## config.mk

```make
export PLATFORM = sky130hd
export DESIGN_NAME = mse_ram
export DESIGN_NICKNAME = d
export VERILOG_FILES = /design/src/rtl/mse_ram.sv
export SDC_FILE = /design/constraint.sdc
export NUM_CORES = 2
export LEC_CHECK = 0
export BUFFER_PORTS_ARGS = -buffer_cell sky130_fd_sc_hd__buf_2
export CORE_ASPECT_RATIO = 0.5
export CORE_MARGIN = 2
export CORE_UTILIZATION = 40
export CTS_BUF_LIST = sky130_fd_sc_hd__clkbuf_8
export DETAILED_ROUTE_END_ITERATION = 10
export HOLD_SLACK_MARGIN = 0.08
export SLEW_MARGIN = 10
export SYNTH_ARGS = -nofsm -noshare
export SYNTH_HDL_FRONTEND = slang
export SYNTH_SLANG_ARGS = --single-unit
```

## constraint.sdc

```tcl
create_clock -name clk -period 6 [get_ports clk]
set_input_delay 1.2 -clock clk [delete_from_list [all_inputs] [get_ports clk]]
set_output_delay 1.2 -clock clk [all_outputs]
set_load 0.01 [all_outputs]
```

## src/rtl/mse_ram.sv

```systemverilog
`timescale 1ns / 1ps
// ----------------------------------------------------------------------------
// mse_ram
// Generic RAM with one write port and two registered read ports.
// ----------------------------------------------------------------------------
module mse_ram #(
    parameter int WIDTH = 32,
    parameter int DEPTH = 64
) (
    input  logic                     clk,
    input  logic                     we,
    input  logic [$clog2(DEPTH)-1:0] waddr,
    input  logic [WIDTH-1:0]         wdata,
    input  logic [$clog2(DEPTH)-1:0] raddr_a,
    input  logic [$clog2(DEPTH)-1:0] raddr_b,
    output logic [WIDTH-1:0]         rdata_a,
    output logic [WIDTH-1:0]         rdata_b
);

    logic [WIDTH-1:0] mem [DEPTH];

    always_ff @(posedge clk)
    begin
        if (we)
        begin
            mem[waddr] <= wdata;
        end
        rdata_a <= mem[raddr_a];
        rdata_b <= mem[raddr_b];
    end

endmodule

```

==> impl.org <==
** Synth
- Register area share after synthesis :: 0.656
- The most used flip-flop cell after synthesis is sky130_fd_sc_hd__edfxtp_1.
- Yosys mapped a number of flops with a built-in enable equal to 2048.
- Top-area cell type share of the netlist area :: 0.643
- Counting every net in the synthesized netlist gives 4464.
- Unique masters post-synth :: 38
- For this run, the number of Yosys warnings is 0.
- sky130_fd_sc_hd__edfxtp_1 takes more of the synthesized area than any other cell.
- Largest cells by area after synthesis :: sky130_fd_sc_hd__edfxtp_1 64%, sky130_fd_sc_hd__mux4_2 26%, sky130_fd_sc_hd__mux2i_1 2.1%
- The synthesized netlist occupies a cell area of 0.0957 mm².
- Counting flops and latches in the post-synthesis netlist gives 2112.
- Mean instance size in the synthesized netlist :: 21.7 µm²
- The commonest cells after synthesis are 2048 x sky130_fd_sc_hd__edfxtp_1, 1124 x sky130_fd_sc_hd__mux4_2, 204 x sky130_fd_sc_hd__mux2i_1, 135 x sky130_fd_sc_hd__clkbuf_1, 121 x sky130_fd_sc_hd__buf_2.
- Most used standard cell by instance count after synthesis :: sky130_fd_sc_hd__edfxtp_1
- Fraction of synthesis flops using an asynchronous set or reset pin :: 0
- After technology mapping, the gate count stands at 4412.

** Worst setup path
- Dominant delay contributor by cell family on the critical path :: buffers and inverters
- Crit Path Max Fanout :: 59
- Required time of the worst setup path :: 6.80 ns
- Type of origin of the critical path :: input port
- Critical Path Sink Type :: register
- The critical path in this run is classified as in2reg.
- The number of buffers and inverters on the critical path is 3.
- Critical Path AT :: 4.76 ns
- On the critical path, the stage with the largest delay is an instance of sky130_fd_sc_hd__mux4_2.
- Ordered list of cells on the worst path :: buf_8, buf_12, buf_4, mux4_2, o22ai_1, a211oi_2, o22ai_1, a21oi_1
- Most used cell along the critical path :: sky130_fd_sc_hd__o22ai_1
- In this design, the stage delay of the slowest critical-path cell is 0.62 ns.

** Floorplan
- Die width :: 696 µm
- Number of I/O pins :: 116
- The die is 350 µm tall.
- For this configuration, the core starts out at a cell density of 0.404.
- Number of rows in the core area :: 126
- The floorplan step defined a die boundary enclosing 0.243 mm².
- Core area :: 0.237 mm²

** Global route
- The initial antenna violation count came to 21.
- Global-route wire length before repair :: 438000 µm
- Overflow left after global routing :: 0
- Largest net degree at the start of global routing :: 88
- For this run, the total global-route usage over all layers was measured as 0.260.
- The number of global-route vias before repair is 54300.

** Timing
- Setup TNS :: 0 ns
- Setup repair after global routing missed its margin :: no
- Between clock sinks in the finished design, the worst skew comes to 0.0571 ns.
- Final Hold Violating Endpoints :: 0
- Dividing the final minimum period by the clock period gives 0.660.
- In the post-route analysis, the smallest setup slack over all paths is 2.04 ns.
- At the pin with the least slew margin, the transition time is 1.54 ns.
- Post-layout minimum cycle time :: 3.96 ns
- Static timing analysis puts the maximum clock frequency at 252 MHz.
- Setup violators final :: 0
- Measured against its own limit, the worst slew margin works out to -0.0243.
- Pins Over Slew Limit :: 30

** Route
- In the final routed layout, each cell accounts on average for 38.9 µm.
- Drt total wl :: 319000 µm
- The routed design uses 140000 µm of met2 wire.
- Uppermost signal routing layer after detailed routing :: met5
- The detailed router placed 53900 vias in this run.
- In the routed design, unresolved DRC markers number 0.
- Number of nets still failing antenna checks after routing :: 0
- Initial drt markers :: 8656
- For this block, wires on met1 add up to 127000 µm.
- In the routed layout, each cell is associated on average with a via count of 6.58.
- Length of routed met3 wiring :: 43800 µm
- The pre-antenna-repair detailed-routing pass consisted of 6 iterations.

** Power and ir drop
- Static Leak :: 33.8 nW
- Power density over cell area :: 288 mW/mm²
- Largest vdd supply drop :: 0.161 mV

** CTS
- Clock insertion delay at the later pin of the skew report :: 1.00 ns
- The cell sitting at the root of the clock tree is a sky130_fd_sc_hd__clkbuf_8.
- Clock Sink Count :: 2112
- No sink is reached through more buffers than the 4 on the longest clock path.
- Total setup buffers inserted after CTS :: 0
- Number of buffers created by CTS :: 324
- The H-tree was split into 5 levels.
- After clock tree synthesis, the repair step resized 0 gates.
- After clock tree synthesis, the clock-pin slew on the worst setup and hold paths is 0.08 ns.
- The number of hold buffers added after CTS was 0.
- TritonCTS clock tree :: done

** Placed design
- Detailed placement ended at an HPWL of 190000 µm.
- The count of buffers added on input and output ports is 115.
- Timing analysis after detailed placement gives a worst setup slack of 1.12 ns.
- Instance area at placement :: 0.101 mm²
- Routability cong. :: 0.838

** Cells and area
- Layout cells sized above 1 :: 0.403
- Filler Cell Count :: 19900
- Final core utilization :: 0.453
- The final layout contains 4775 nets.
- Final Instance Area :: 0.107 mm²
- Layout overhead on the synthesized area :: 12.2%

** Min path
- Path category of the worst min-delay check :: in2reg

** Run
- Maxcap violations :: 0

** Outcome
- Result of the run :: finished with violations
- The checks that failed: slew limit.
==> flip-flops by register name (all words and copies together), names as in the netlist <==
| name | count |
|---|---|
| rdata_a | 32 |
| rdata_b | 32 |
| mem | 2048 |
==> cells by family after synthesis <==
kind of cell	count (synthesis)	share of synthesized area
compound gates	340	0.0239
mux	1364	0.290
buf+inv	348	0.0183
flops	2112	0.656
simple gates	248	0.0113
==> area by class of cell <==
cell class                      count  area [µm²]  share of cell area
Clock inverter                    222        1060             0.00986
Inverter                            1        3.75           0.0000350
Tap cell                         3200        4000              0.0373
Clock buffer                      366        5040              0.0469
Antenna cell                        5        12.5            0.000117
Timing Repair Buffer              332        2740              0.0255
Multi-Input combinational cell   1952       31700               0.295
Sequential cell                  2112       62800               0.585
==> power breakdown <==
part	leakage (nW)	internal [mW]	switching, mW
clock	3.49	5.77	5.89
sequential	19.0	16.3	0.117
combinational	11.3	1.10	1.69
total	33.8	23.2	7.70
==> metrics by stage <==
stage / cells / hold WS (ns) / total power [mW]
final: 8190 / 0.775 / 30.9
after global routing: 8187 / 0.768 / 31.7
after CTS: 8184 / 0.795 / 31.0
after detailed placement: 7596 / 0.906 / 19.5
after global placement: 7593 / 0.897 / 19.5
after floorplan: 4412 / 0.780 / 18.3
==> cell usage in the layout, fill, tap and decap left out, types with 15 or more instances in the layout <==
cell,n
sky130_fd_sc_hd__nor2_1,31
sky130_fd_sc_hd__mux4_2,1124
sky130_fd_sc_hd__clkinv_1,65
sky130_fd_sc_hd__clkbuf_8,366
sky130_fd_sc_hd__nand2_1,92
sky130_fd_sc_hd__buf_4,192
sky130_fd_sc_hd__buf_2,96
sky130_fd_sc_hd__o21ai_0,18
sky130_fd_sc_hd__o22ai_1,54
sky130_fd_sc_hd__o211ai_1,27
sky130_fd_sc_hd__o21ai_1,31
sky130_fd_sc_hd__inv_1,91
sky130_fd_sc_hd__dfxtp_1,64
sky130_fd_sc_hd__a21oi_1,58
sky130_fd_sc_hd__nor2_4,63
sky130_fd_sc_hd__a22oi_1,85
sky130_fd_sc_hd__edfxtp_1,2048
sky130_fd_sc_hd__clkinv_2,49
sky130_fd_sc_hd__buf_12,34
sky130_fd_sc_hd__o221ai_1,16
sky130_fd_sc_hd__mux2_2,36
sky130_fd_sc_hd__nor2b_1,15
sky130_fd_sc_hd__mux2i_1,202
==> layer usage <==
metal  vias up  global-route usage
met4         6              0.0669
met3       545              0.0860
li1      20200                   -
met2      3784               0.378
met1     29400               0.377
met5         -                   0
==> final timing paths <==
path,from,to,slack (ns),depth (start not counted)
worst max-delay path,raddr_a[0],rdata_a[2],2.04,8
worst min register to register,mem[18][25],rdata_a[25],0.90,5
worst max register to register,mem[6][28],rdata_b[28],3.40,4
worst min-delay path,wdata[11],mem[2][11],0.78,1
(Power assumes the default switching activity.)
